--- src/rtl/kpvf_pkg.sv ---
// Shared types, constants and the micro-op program of the Kalman position/velocity filter.
// No dependencies; used by the interfaces' users, the controller, the datapath and the top.
package kpvf_pkg;

  localparam int unsigned FRAC_BITS_DEF = 16;
  localparam int unsigned COV_WIDTH_DEF = 48;

  typedef enum logic [3:0] {
    OP_MUL,
    OP_DIV,
    OP_ADD,
    OP_SUB,
    OP_SHR1,
    OP_SHR2,
    OP_C32,
    OP_CCOV,
    OP_CVAR,
    OP_OUTA,
    OP_OUTB
  } op_e;

  // operand / destination addresses: 0..15 register file, 16 and up are fixed sources
  localparam logic [4:0] A_P      = 5'd0;
  localparam logic [4:0] A_V      = 5'd1;
  localparam logic [4:0] A_CPP    = 5'd2;
  localparam logic [4:0] A_CPV    = 5'd3;
  localparam logic [4:0] A_CVV    = 5'd4;
  localparam logic [4:0] A_T0     = 5'd5;
  localparam logic [4:0] A_T1     = 5'd6;
  localparam logic [4:0] A_T2     = 5'd7;
  localparam logic [4:0] A_T3     = 5'd8;
  localparam logic [4:0] A_T4     = 5'd9;
  localparam logic [4:0] A_T5     = 5'd10;
  localparam logic [4:0] A_T6     = 5'd11;
  localparam logic [4:0] A_T7     = 5'd12;
  localparam logic [4:0] A_T8     = 5'd13;
  localparam logic [4:0] A_T9     = 5'd14;
  localparam logic [4:0] A_MEAS   = 5'd16;
  localparam logic [4:0] A_VARZ   = 5'd17;
  localparam logic [4:0] A_DT     = 5'd18;
  localparam logic [4:0] A_ACC    = 5'd19;
  localparam logic [4:0] A_SVEL   = 5'd20;
  localparam logic [4:0] A_ZERO   = 5'd21;
  localparam logic [4:0] A_INITPP = 5'd22;

  localparam logic [5:0] PC_UPD = 6'd0;
  localparam logic [5:0] PC_RST = 6'd45;
  localparam logic [5:0] PC_REJ = 6'd50;

  localparam logic [7:0] MUL_LAST = 8'd6;
  localparam logic [7:0] DIV_LAST = 8'd129;

  typedef struct packed {
    op_e        op;
    logic [4:0] dst;
    logic [4:0] src_a;
    logic [4:0] src_b;
    logic       is_last;
  } uop_t;

  typedef struct packed {
    logic capture;
    logic rd;
    logic exec;
    logic rej;
    uop_t uop;
  } dp_cmd_t;

  typedef struct packed {
    logic done;
    logic dt_zero;
  } dp_stat_t;

  function automatic uop_t mk(op_e op, logic [4:0] d, logic [4:0] a, logic [4:0] b,
                              logic is_last);
    uop_t u;
    u.op      = op;
    u.dst     = d;
    u.src_a   = a;
    u.src_b   = b;
    u.is_last = is_last;
    return u;
  endfunction

  // update program at PC_UPD, reset-item program at PC_RST, output tail at PC_REJ
  function automatic uop_t uop_rom(logic [5:0] pc);
    uop_t u;
    case (pc)
      6'd0:  u = mk(OP_MUL,  A_T0,   A_DT,     A_DT,   1'b0); // dt^2
      6'd1:  u = mk(OP_MUL,  A_T1,   A_DT,     A_T0,   1'b0); // dt^3
      6'd2:  u = mk(OP_MUL,  A_T2,   A_T0,     A_T0,   1'b0); // dt^4
      6'd3:  u = mk(OP_MUL,  A_T3,   A_V,      A_DT,   1'b0);
      6'd4:  u = mk(OP_ADD,  A_T3,   A_P,      A_T3,   1'b0);
      6'd5:  u = mk(OP_C32,  A_P,    A_T3,     A_ZERO, 1'b0);
      6'd6:  u = mk(OP_MUL,  A_T3,   A_CPV,    A_DT,   1'b0);
      6'd7:  u = mk(OP_ADD,  A_T3,   A_T3,     A_T3,   1'b0);
      6'd8:  u = mk(OP_ADD,  A_T3,   A_CPP,    A_T3,   1'b0);
      6'd9:  u = mk(OP_MUL,  A_T4,   A_T0,     A_CVV,  1'b0);
      6'd10: u = mk(OP_ADD,  A_T3,   A_T3,     A_T4,   1'b0);
      6'd11: u = mk(OP_MUL,  A_T4,   A_ACC,    A_T2,   1'b0);
      6'd12: u = mk(OP_SHR2, A_T4,   A_T4,     A_ZERO, 1'b0);
      6'd13: u = mk(OP_ADD,  A_T3,   A_T3,     A_T4,   1'b0);
      6'd14: u = mk(OP_MUL,  A_T4,   A_DT,     A_CVV,  1'b0);
      6'd15: u = mk(OP_ADD,  A_T4,   A_CPV,    A_T4,   1'b0);
      6'd16: u = mk(OP_MUL,  A_T5,   A_ACC,    A_T1,   1'b0);
      6'd17: u = mk(OP_SHR1, A_T5,   A_T5,     A_ZERO, 1'b0);
      6'd18: u = mk(OP_ADD,  A_T4,   A_T4,     A_T5,   1'b0);
      6'd19: u = mk(OP_MUL,  A_T5,   A_ACC,    A_T0,   1'b0);
      6'd20: u = mk(OP_ADD,  A_T5,   A_CVV,    A_T5,   1'b0);
      6'd21: u = mk(OP_CVAR, A_T3,   A_T3,     A_ZERO, 1'b0); // predicted pp
      6'd22: u = mk(OP_CCOV, A_T4,   A_T4,     A_ZERO, 1'b0); // predicted pv
      6'd23: u = mk(OP_CVAR, A_T5,   A_T5,     A_ZERO, 1'b0); // predicted vv
      6'd24: u = mk(OP_SUB,  A_T6,   A_MEAS,   A_P,    1'b0); // innovation
      6'd25: u = mk(OP_ADD,  A_T7,   A_T3,     A_VARZ, 1'b0); // innovation variance
      6'd26: u = mk(OP_DIV,  A_T8,   A_T3,     A_T7,   1'b0); // position gain
      6'd27: u = mk(OP_DIV,  A_T9,   A_T4,     A_T7,   1'b0); // velocity gain
      6'd28: u = mk(OP_MUL,  A_T0,   A_T8,     A_T6,   1'b0);
      6'd29: u = mk(OP_ADD,  A_T0,   A_P,      A_T0,   1'b0);
      6'd30: u = mk(OP_C32,  A_P,    A_T0,     A_ZERO, 1'b0);
      6'd31: u = mk(OP_MUL,  A_T0,   A_T9,     A_T6,   1'b0);
      6'd32: u = mk(OP_ADD,  A_T0,   A_V,      A_T0,   1'b0);
      6'd33: u = mk(OP_C32,  A_V,    A_T0,     A_ZERO, 1'b0);
      6'd34: u = mk(OP_MUL,  A_T0,   A_T4,     A_T9,   1'b0);
      6'd35: u = mk(OP_SUB,  A_T0,   A_T5,     A_T0,   1'b0);
      6'd36: u = mk(OP_CVAR, A_CVV,  A_T0,     A_ZERO, 1'b0);
      6'd37: u = mk(OP_MUL,  A_T0,   A_T4,     A_T8,   1'b0);
      6'd38: u = mk(OP_SUB,  A_T0,   A_T4,     A_T0,   1'b0);
      6'd39: u = mk(OP_CCOV, A_CPV,  A_T0,     A_ZERO, 1'b0);
      6'd40: u = mk(OP_MUL,  A_T0,   A_T3,     A_T8,   1'b0);
      6'd41: u = mk(OP_SUB,  A_T0,   A_T3,     A_T0,   1'b0);
      6'd42: u = mk(OP_CVAR, A_CPP,  A_T0,     A_ZERO, 1'b0);
      6'd43: u = mk(OP_OUTA, A_ZERO, A_P,      A_V,    1'b0);
      6'd44: u = mk(OP_OUTB, A_ZERO, A_CPP,    A_ZERO, 1'b1);
      6'd45: u = mk(OP_C32,  A_P,    A_MEAS,   A_ZERO, 1'b0);
      6'd46: u = mk(OP_C32,  A_V,    A_SVEL,   A_ZERO, 1'b0);
      6'd47: u = mk(OP_CVAR, A_CPP,  A_INITPP, A_ZERO, 1'b0);
      6'd48: u = mk(OP_C32,  A_CPV,  A_ZERO,   A_ZERO, 1'b0);
      6'd49: u = mk(OP_CVAR, A_CVV,  A_ACC,    A_ZERO, 1'b0);
      6'd50: u = mk(OP_OUTA, A_ZERO, A_P,      A_V,    1'b0);
      default: u = mk(OP_OUTB, A_ZERO, A_CPP,  A_ZERO, 1'b1);
    endcase
    return u;
  endfunction

endpackage

--- src/rtl/kpvf_ctrl.sv ---
// Controller: accepts requests, walks the micro-op program, owns the result valid flag.
// Depends on kpvf_pkg.
module kpvf_ctrl (
  input  logic               clk_i,
  input  logic               rst_ni,
  input  logic               in_valid_i,
  input  logic               in_command_i,
  output logic               in_ready_o,
  output logic               out_valid_o,
  input  logic               out_ready_i,
  output kpvf_pkg::dp_cmd_t  cmd_o,
  input  kpvf_pkg::dp_stat_t stat_i
);
  import kpvf_pkg::*;

  localparam logic [1:0] S_IDLE = 2'd0;
  localparam logic [1:0] S_READ = 2'd1;
  localparam logic [1:0] S_EXEC = 2'd2;

  logic [1:0] state_q, state_d;
  logic [5:0] pc_q, pc_d;
  logic       rej_q, rej_d;
  logic       out_valid_q, out_valid_d;
  logic       stall;
  uop_t       uop;

  assign uop   = uop_rom(pc_q);
  // results wait for the previous one to leave before the output regs are loaded
  assign stall = (uop.op == OP_OUTA) && out_valid_q;

  always_comb begin
    state_d     = state_q;
    pc_d        = pc_q;
    rej_d       = rej_q;
    out_valid_d = out_valid_q && !out_ready_i;
    case (state_q)
      S_IDLE: begin
        if (in_valid_i) begin
          state_d = S_READ;
          rej_d   = !in_command_i && stat_i.dt_zero;
          if (in_command_i) begin
            pc_d = PC_RST;
          end else if (stat_i.dt_zero) begin
            pc_d = PC_REJ;
          end else begin
            pc_d = PC_UPD;
          end
        end
      end
      S_READ: begin
        if (!stall) begin
          state_d = S_EXEC;
        end
      end
      S_EXEC: begin
        if (stat_i.done) begin
          if (uop.is_last) begin
            state_d     = S_IDLE;
            out_valid_d = 1'b1;
          end else begin
            state_d = S_READ;
            pc_d    = pc_q + 6'd1;
          end
        end
      end
      default: state_d = S_IDLE;
    endcase
  end

  always_ff @(posedge clk_i or negedge rst_ni) begin
    if (!rst_ni) begin
      state_q     <= S_IDLE;
      pc_q        <= PC_UPD;
      rej_q       <= 1'b0;
      out_valid_q <= 1'b0;
    end else begin
      state_q     <= state_d;
      pc_q        <= pc_d;
      rej_q       <= rej_d;
      out_valid_q <= out_valid_d;
    end
  end

  assign in_ready_o    = (state_q == S_IDLE);
  assign out_valid_o   = out_valid_q;
  assign cmd_o.capture = in_valid_i && (state_q == S_IDLE);
  assign cmd_o.rd      = (state_q == S_READ) && !stall;
  assign cmd_o.exec    = (state_q == S_EXEC);
  assign cmd_o.rej     = rej_q;
  assign cmd_o.uop     = uop;

endmodule

--- config.mk ---
export PLATFORM = sky130hd
export DESIGN_NAME = kpvf_ctrl
export DESIGN_NICKNAME = d
export VERILOG_FILES = /design/src/rtl/kpvf_pkg.sv /design/src/rtl/kpvf_ctrl.sv
export SDC_FILE = /design/constraint.sdc
export NUM_CORES = 1
export LEC_CHECK = 0
export BUFFER_PORTS_ARGS = -buffer_cell sky130_fd_sc_hd__clkbuf_2
export CAP_MARGIN = 10
export CORE_AREA = 2 2 73 82
export DETAILED_ROUTE_END_ITERATION = 8
export DIE_AREA = 0 0 75 84
export HOLD_SLACK_MARGIN = 0.05
export MAX_ROUTING_LAYER = met4
export PLACE_DENSITY = 0.7
export SLEW_MARGIN = 25
export SYNTH_ARGS = -nofsm -noshare
export SYNTH_HDL_FRONTEND = slang
export SYNTH_SLANG_ARGS = --single-unit
--- constraint.sdc ---
create_clock -name clk_i -period 6.4 [get_ports clk_i]
set_clock_uncertainty 0.15 [all_clocks]
set_input_delay 1.92 -clock clk_i [delete_from_list [all_inputs] [get_ports clk_i]]
set_output_delay 1.92 -clock clk_i [all_outputs]
set_load 0.05 [all_outputs]
==> run summary, run 1 <==
Vias/cell: 6.16
Setup ws final: 1150 ps
Largest net degree at the start of global routing: 60
Worst skew pair latency: 250 ps
Number of synthesized register bits: 10
Syn avg cell area: 6.80 um2
# fillers: 597
Die height: 84 um
Crit path buf inv count: 2
Post-synth EDFFs: 0
Status: complete, no violations
CTS tree: yes
Wire per inst: 17.3 um
Largest cells by area after synthesis: dfrtp_1 12%, a21oi_1 8.4%, ha_1 8.2%
Reg2Reg Setup Slack: 3220 ps
Port buffer count: 32
Total GRT Usage: 22.9%
Cts hold-fix bufs: 0
CP Class: register to output port
Worst setup SP type: register
Synth area leader: dfrtp_1
Critical Path Fanout Max: 18
Die Span X: 75 um
CTS H-tree lvls: 1
Full die area: 6300 um2
Worst-margin pin slew: 821 ps
Crit path cell chain: inv_1 > ha_1 > nand2b_1 > a21oi_1 > nor4_1 > a21oi_2 > a41oi_1 > clkbuf_2
Worst rel slew slack: 45.3%
First-pass GRT wire length: 11200 um
Fmax: 0.191 GHz
Starting density of the core: 38.5%
Hold Vio Cnt, Final: 0
Fin crit period: 5250 ps
Clk sinks: 10
Post-synthesis sequential area ratio: 11.7%
Syn nets: 335
Synth Warn #: 0
Reg2Reg Capture Point: pc_q[0]$_DFFE_PN0P_
Place WS: 1460 ps
Top delay family on crit path: flip-flops
GP Congestion: 0.967
Hold Path End: rej_q$_DFFE_PN0P_
Detailed placer's ending HPWL: 4780 um
Worst-path clk slew: 50 ps
Rows: 29
Grt ovf: 0
Routed WL: 6870 um
TNS Setup: 0 ps
Residual DRC count: 0
Nets: 343
Core area: 5550 um2
Worst R2R Path Depth: 7
Via count: 2450
CTS resizes: 0
Post-CTS setup buffer count: 0
Hold WC Path Type: register to register
RSZ-0062 raised after global routing: no
Worst setup EP type: output port
Initial drt markers: 314
Count of cell types in the netlist: 56
Final period util: 82.0%
Hold_sp: rej_q$_DFFE_PN0P_
Worst EP required: 4330 ps
Drt pass-1 iters: 5
Synth-to-layout area growth: 7.15%
CTS root buf: clkbuf_8
Worst EP arrival: 3180 ps
Diodes inserted: 0
CTS buffer count: 3
Number of global-route vias before repair: 2227
Reg2reg start: pc_q[0]$_DFFE_PN0P_
Num ports: 33
CP peak stage delay: 680 ps
Worst path slowest cell: dfrtp_1
Max Cap Viol: 0
Predominant post-synthesis flop cell: dfrtp_1
Final-report max-slew violation count: 0
Share of cells above drive strength 1: 17.4%
Mapped Area: 2140 um2
Initial antenna violation count: 0
Antenna-violating nets left: 0
Synth top area share: 11.7%
Worst Hold Depth: 2
Cell count after synthesis: 314
Synth async-reset ratio: 100%
Final setup violation count: 0
Maximum buffer depth of the clock tree: 2
## cells in the mapped netlist (6+ instances only)
cell type	number
o21ai_0	31
nand2b_1	12
a21oi_1	36
inv_1	10
a211oi_1	6
nor3_1	6
clkbuf_1	7
ha_1	14
nand3_1	6
a31oi_1	10
nor2_1	31
o211ai_1	10
nand2_1	23
buf_2	19
dfrtp_1	10
## sequential cells by signal, summed over array words and instances, names as in the netlist
name,cells
pc_q,6
state_q,2
out_valid_o,1
rej_q,1
## metal layers
metal,GRT usage [%],up-vias,wire [um]
met2,33.3,132,3130
met1,31.8,1117,2960
li1,-,1169,-
met5,-,-,0
met4,10.1,0,282
met3,1.81,32,503
## worst reg2reg max path: stages (launching register included)
cell	delay (ps)
dfrtp_1	580
inv_1	310
ha_1	610
a21oi_2	140
o22a_4	260
a311oi_2	740
or3_1	220
o21ai_2	50
## logic make-up after synthesis
kind of cell / synth area share (%)
buffers and inverters: 11.5
XOR/XNOR: 0.820
adder cells (fa/ha/maj): 8.20
flip-flops: 11.7
AND/OR/NAND/NOR: 22.3
AO/OA/AOI/OAI: 42.6
multiplexers: 2.87
## layout by cell type, fill, tap and decap left out, drive strengths merged, types with 4 or more instances in the layout
| cell type | synthesis | routed |
|---|---|---|
| nand2 | 23 | 23 |
| nand3 | 6 | 6 |
| buf | 27 | 5 |
| ha | 14 | 14 |
| nor2 | 31 | 31 |
| o21ai | 32 | 32 |
| a31oi | 10 | 10 |
| mux2i | 5 | 5 |
| nor3 | 6 | 6 |
| dfrtp | 10 | 10 |
| a211oi | 6 | 6 |
| a221oi | 6 | 6 |
| a21oi | 41 | 41 |
| and2 | 4 | 4 |
| nor2b | 5 | 5 |
| inv | 13 | 13 |
| clkbuf | 7 | 36 |
| o211ai | 10 | 10 |
| nand2b | 12 | 12 |
## layout make-up
class                           instances  area (um2)  share of cell area (%)
Clock buffer                            4        55.1                    2.41
Timing Repair Buffer                   37         198                    8.64
Tap cell                               77        96.3                    4.21
Multi-Input combinational cell        257        1640                    71.7
Inverter                               13        48.8                    2.13
Sequential cell                        10         250                    10.9
## worst max path at each step
stage | start | to | slack [ps] | depth (start not counted)
2_1_floorplan | pc_q[0]$_DFFE_PN0P_ | cmd_o[22] | 1200 | 8
3_3_place_gp | pc_q[0]$_DFFE_PN0P_ | cmd_o[22] | 1550 | 8
3_5_place_dp | pc_q[0]$_DFFE_PN0P_ | cmd_o[22] | 1460 | 8
4_1_cts | pc_q[0]$_DFFE_PN0P_ | cmd_o[22] | 1190 | 8
5_1_grt | pc_q[0]$_DFFE_PN0P_ | cmd_o[22] | 870 | 8
6_report | pc_q[0]$_DFFE_PN0P_ | cmd_o[22] | 1150 | 8
## stage by stage
stage	util, %	std cells	instance area, um2	hold slack [ps]
global route	41.2	398	2290	424
global placement	40.2	394	2230	382
detailed placement	40.2	394	2230	389
floorplan	-	314	2140	363
finish	41.2	398	2290	396
CTS	41.2	398	2290	399
Power of run 1 is not shown: default switching activity piles up to over one toggle a cycle in this logic, so the estimate is an artifact.
==> inputs of run 2 (changes only) <==
==> constraint.sdc (replaced) <==
create_clock -name clk_i -period 5.2 [get_ports clk_i]
set_clock_uncertainty 0.15 [all_clocks]
set_input_delay 1.56 -clock clk_i [delete_from_list [all_inputs] [get_ports clk_i]]
set_output_delay 1.56 -clock clk_i [all_outputs]
set_load 0.05 [all_outputs]
==> run 2 against run 1 <==
Non-clock buffer count rose by 1. Sequential cell count did not move. Count of clock-buffer cells in the layout did not move. Die area stayed put. Sequential share of layout area is essentially flat. Critical path depth stayed put. Global-route usage down 0.18 points. Core utilization up 0.14 points. Cell count increased by 0.25%.
==> run summary, run 2 (same netlist as run 1, synthesis figures left out) <==
Routed WL: 6820 um
Top Usage Layer GRT: met2
Status: complete, no violations
Met2 Use GR: 34.1%
Setup ws final: 400 ps
Place WS: 766 ps
# fillers: 591
Worst EP arrival: 3090 ps
Top Registers: pc_q (6), state_q (2)
Clk sinks: 10
Final-report max-slew violation count: 0
Via count: 2489
Share of cells above drive strength 1: 17.7%
GP Congestion: 0.972
Crit path cell chain: inv_1 > ha_1 > nand2b_1 > a21oi_1 > nor4_1 > a21oi_2 > a41oi_1 > clkbuf_2
Critical Path Fanout Max: 16
Worst R2R Path Depth: 7
Core area: 5550 um2
Fin crit period: 4800 ps
Wire per inst: 17.1 um
Worst path slowest cell: ha_1
Starting density of the core: 38.5%
Total GRT Usage: 22.7%
Hold Path End: rej_q$_DFFE_PN0P_
Detailed placer's ending HPWL: 4780 um
Hold WC Path Type: register to register
RSZ-0062 raised after global routing: no
Synth-to-layout area growth: 7.50%
Cts hold-fix bufs: 0
Die height: 84 um
Maximum buffer depth of the clock tree: 2
Hold_sp: rej_q$_DFFE_PN0P_
Grt ovf: 0
Hold WS: 398 ps
Final setup violation count: 0
CTS H-tree lvls: 1
Nets: 344
Worst-path clk slew: 50 ps
Rows: 29
Most frequent cells in the layout: 36 x a21oi_1, 32 x clkbuf_2, 31 x o21ai_0, 31 x nor2_1, 23 x nand2_1
Worst EP required: 3490 ps
Antenna-violating nets left: 0
Number of global-route vias before repair: 2293
Most flops, register: pc_q
Worst Hold Depth: 2
CTS resizes: 0
Diodes inserted: 0
Full die area: 6300 um2
Final period util: 92.3%
Max reg flops: 6
Worst-margin pin slew: 795 ps
Port buffer count: 32
Reg2Reg Setup Slack: 2000 ps
Residual DRC count: 0
Initial drt markers: 370
Worst setup EP type: output port
Max Cap Viol: 0
Vias/cell: 6.24
Reg2Reg Capture Point: pc_q[5]$_DFFE_PN0P_
CTS tree: yes
Largest net degree at the start of global routing: 60
Hold Vio Cnt, Final: 0
CP peak stage delay: 610 ps
CTS root buf: clkbuf_8
Worst rel slew slack: 47.0%
Post-CTS setup buffer count: 0
GRT met3 Usage: 1.93%
Initial antenna violation count: 0
Commonest non-fill, non-tap cell in the layout: a21oi_1
Critical path origin: pc_q[1]$_DFFE_PN0P_
Die Span X: 75 um
Drt pass-1 iters: 5
Worst setup SP type: register
First-pass GRT wire length: 11100 um
Worst skew pair latency: 250 ps
Num ports: 33
Reg2reg start: pc_q[1]$_DFFE_PN0P_
Fmax: 0.208 GHz
TNS Setup: 0 ps
CP Class: register to output port
GR Util met1: 31.3%
CTS buffer count: 3
run 2: cell count changes in the layout (fill, tap and decap cells not counted):
cell | previous run | this run
buf_4 | 5 | 6
run 2: routing by layer:
metal / vias up / wire length (um)
met3: 18 / 530
met5: - / 0
li1: 1171 / -
met1: 1152 / 2900
met4: 0 / 153
met2: 148 / 3230
run 2: area by class of cell:
cell class	instances	area, um2	area share (%)
Clock buffer	4	55.1	2.40
Inverter	13	48.8	2.13
Multi-Input combinational cell	257	1640	71.4
Sequential cell	10	250	10.9
Tap cell	77	96.3	4.20
Timing Repair Buffer	38	205	8.94
run 2: through the flow:
step,instances,area (um2),utilization [%]
floorplan,314,2140,-
global placement,395,2240,40.4
detailed placement,395,2240,40.4
CTS,399,2300,41.4
global route,399,2300,41.4
finish,399,2300,41.4
run 2: how the worst max path moves through the flow:
| stage | depth (start not counted) | endpoint | slack, ps |
|---|---|---|---|
| after floorplan | 8 | cmd_o[22] | 360 |
| after global placement | 8 | cmd_o[22] | 870 |
| after detailed placement | 8 | cmd_o[22] | 770 |
| after CTS | 8 | cmd_o[22] | 490 |
| after global routing | 8 | cmd_o[22] | 190 |
| final | 8 | cmd_o[22] | 400 |
run 2: worst max-delay path, delay by kind of cell, from the launching register on:
family / cells / cell delay (ps)
AO/OA/AOI/OAI: 3 / 750
adder cells (fa/ha/maj): 1 / 610
flip-flops: 1 / 560
buffers and inverters: 2 / 570
AND/OR/NAND/NOR: 2 / 340
Power of run 2 is left out for the same reason.
==> inputs of run 3 (changes only) <==
--- a/config.mk
+++ b/config.mk
@@ -5,14 +5,14 @@
 export SDC_FILE = /design/constraint.sdc
 export NUM_CORES = 1
 export LEC_CHECK = 0
+export ABC_CLOCK_PERIOD_IN_PS = 5200
 export BUFFER_PORTS_ARGS = -buffer_cell sky130_fd_sc_hd__clkbuf_2
 export CAP_MARGIN = 10
-export CORE_AREA = 2 2 73 82
+export CORE_AREA = 2 2 69 78
 export DETAILED_ROUTE_END_ITERATION = 8
-export DIE_AREA = 0 0 75 84
+export DIE_AREA = 0 0 71 80
 export HOLD_SLACK_MARGIN = 0.05
 export MAX_ROUTING_LAYER = met4
-export PLACE_DENSITY = 0.7
 export SLEW_MARGIN = 25
 export SYNTH_ARGS = -nofsm -noshare
 export SYNTH_HDL_FRONTEND = slang
==> run 3 against run 2 <==
First-iteration DRC count is 28% lower. Worst setup slack worse by 74 ps. Via count is 1.7% lower. Non-clock buffer count is 3 higher. Register-to-register slack worse by 80 ps. Sequential share of layout area hardly changed. Final area hardly changed. Maximum frequency is 1.5% lower. Count of clock-buffer cells in the layout stayed put. Core utilization is 5.5 points higher. Critical endpoint unchanged. Highest routed layer unchanged.
==> run summary, run 3 (same netlist as run 1, synthesis figures left out) <==
Status: complete, no violations
Routed WL: 7000 um
Total GRT Usage: 25.1%
TNS Setup: 0 ps
Final period util: 93.7%
Fmax: 0.205 GHz
Commonest non-fill, non-tap cell in the layout: a21oi_1
Most frequent cells in the layout: 36 x a21oi_1, 32 x clkbuf_2, 31 x o21ai_0, 31 x nor2_1, 23 x nand2_1
Maximum buffer depth of the clock tree: 2
Residual DRC count: 0
Cts hold-fix bufs: 0
Vias/cell: 6.39
Met2 Use GR: 41.1%
Number of global-route vias before repair: 2289
Final setup violation count: 0
Worst EP arrival: 3160 ps
Port buffer count: 32
GP Congestion: 0.932
Reg2Reg Setup Slack: 1920 ps
Setup crit end: cmd_o[22]
Max reg flops: 6
Most flops, register: pc_q
Antenna-violating nets left: 0
GR Util met1: 31.9%
Worst EP required: 3490 ps
Hold WS: 406 ps
Rows: 27
Share of cells above drive strength 1: 18.5%
Initial drt markers: 266
Diodes inserted: 0
CTS resizes: 0
Worst R2R Path Depth: 6
Reg2reg start: pc_q[1]$_DFFE_PN0P_
Worst-path clk slew: 50 ps
Hold WC Path Type: register to register
Die Span X: 71 um
Final-report max-slew violation count: 0
Hold Vio Cnt, Final: 0
Die height: 80 um
CTS H-tree lvls: 1
Critical path origin: pc_q[1]$_DFFE_PN0P_
Grt ovf: 0
Initial antenna violation count: 0
Full die area: 5680 um2
First-pass GRT wire length: 11200 um
Top Registers: pc_q (6), state_q (2)
Top Usage Layer GRT: met2
Worst setup SP type: register
Fin crit period: 4870 ps
Via count: 2446
Worst rel slew slack: 48.2%
CTS buffer count: 3
Detailed placer's ending HPWL: 5040 um
Drt pass-1 iters: 4
Final Util: 46.8%
Worst skew pair latency: 230 ps
Synth-to-layout area growth: 7.44%
CTS tree: yes
Wire per inst: 18.3 um
Critical Path Fanout Max: 16
Post-CTS setup buffer count: 0
Reg2Reg Capture Point: pc_q[4]$_DFFE_PN0P_
RSZ-0062 raised after global routing: no
CTS root buf: clkbuf_8
Worst-margin pin slew: 777 ps
GRT met3 Usage: 2.02%
Largest net degree at the start of global routing: 60
Starting density of the core: 43.6%
Nets: 347
CP Class: register to output port
Worst setup EP type: output port
Clk sinks: 10
Num ports: 33
Core area: 4900 um2
Max Cap Viol: 0
==> run 3: cell types whose count changed in the layout (fill, tap and decap cells not counted) <==
| cell | change |
|---|---|
| buf_4 | +3 |
==> run 3: through the flow <==
stage                     std cells  setup WS, ps  cell area (um2)
after global placement          379           639             2240
after CTS                       383           384             2290
after detailed placement        379           633             2240
final                           383           326             2290
after global routing            383           108             2290
after floorplan                 314           365             2140
==> run 3: layout make-up <==
cell class	instances	area [um2]
Fill cell	518	2600
Multi-Input combinational cell	257	1640
Sequential cell	10	250
Timing Repair Buffer	41	228
Tap cell	58	72.6
Clock buffer	4	55.1
Inverter	13	48.8
==> run 3: per-layer routing <==
layer / up-vias / part of all wire, %
met5: - / 0
met4: 0 / 3.4
met3: 25 / 6.1
met2: 112 / 47
met1: 1128 / 43
li1: 1181 / -
==> run 3: worst min path at each step <==
| stage | start | to | slack, ps | cells after the start |
|---|---|---|---|---|
| finish | rej_q$_DFFE_PN0P_ | rej_q$_DFFE_PN0P_ | 410 | 2 |
| global route | rej_q$_DFFE_PN0P_ | rej_q$_DFFE_PN0P_ | 420 | 2 |
| CTS | rej_q$_DFFE_PN0P_ | rej_q$_DFFE_PN0P_ | 410 | 2 |
| detailed placement | rej_q$_DFFE_PN0P_ | rej_q$_DFFE_PN0P_ | 400 | 2 |
| global placement | rej_q$_DFFE_PN0P_ | rej_q$_DFFE_PN0P_ | 390 | 2 |
| floorplan | rej_q$_DFFE_PN0P_ | rej_q$_DFFE_PN0P_ | 360 | 2 |
==> run 3: worst max-delay path, stage by stage, from the launching register on <==
cell and delay (ps):
dfrtp_1 590, inv_1 370, ha_1 640, nand2b_1 250
a21oi_1 340, nor4_1 100, a21oi_2 230, a41oi_1 140
clkbuf_2 260
Power of run 3 is left out for the same reason.
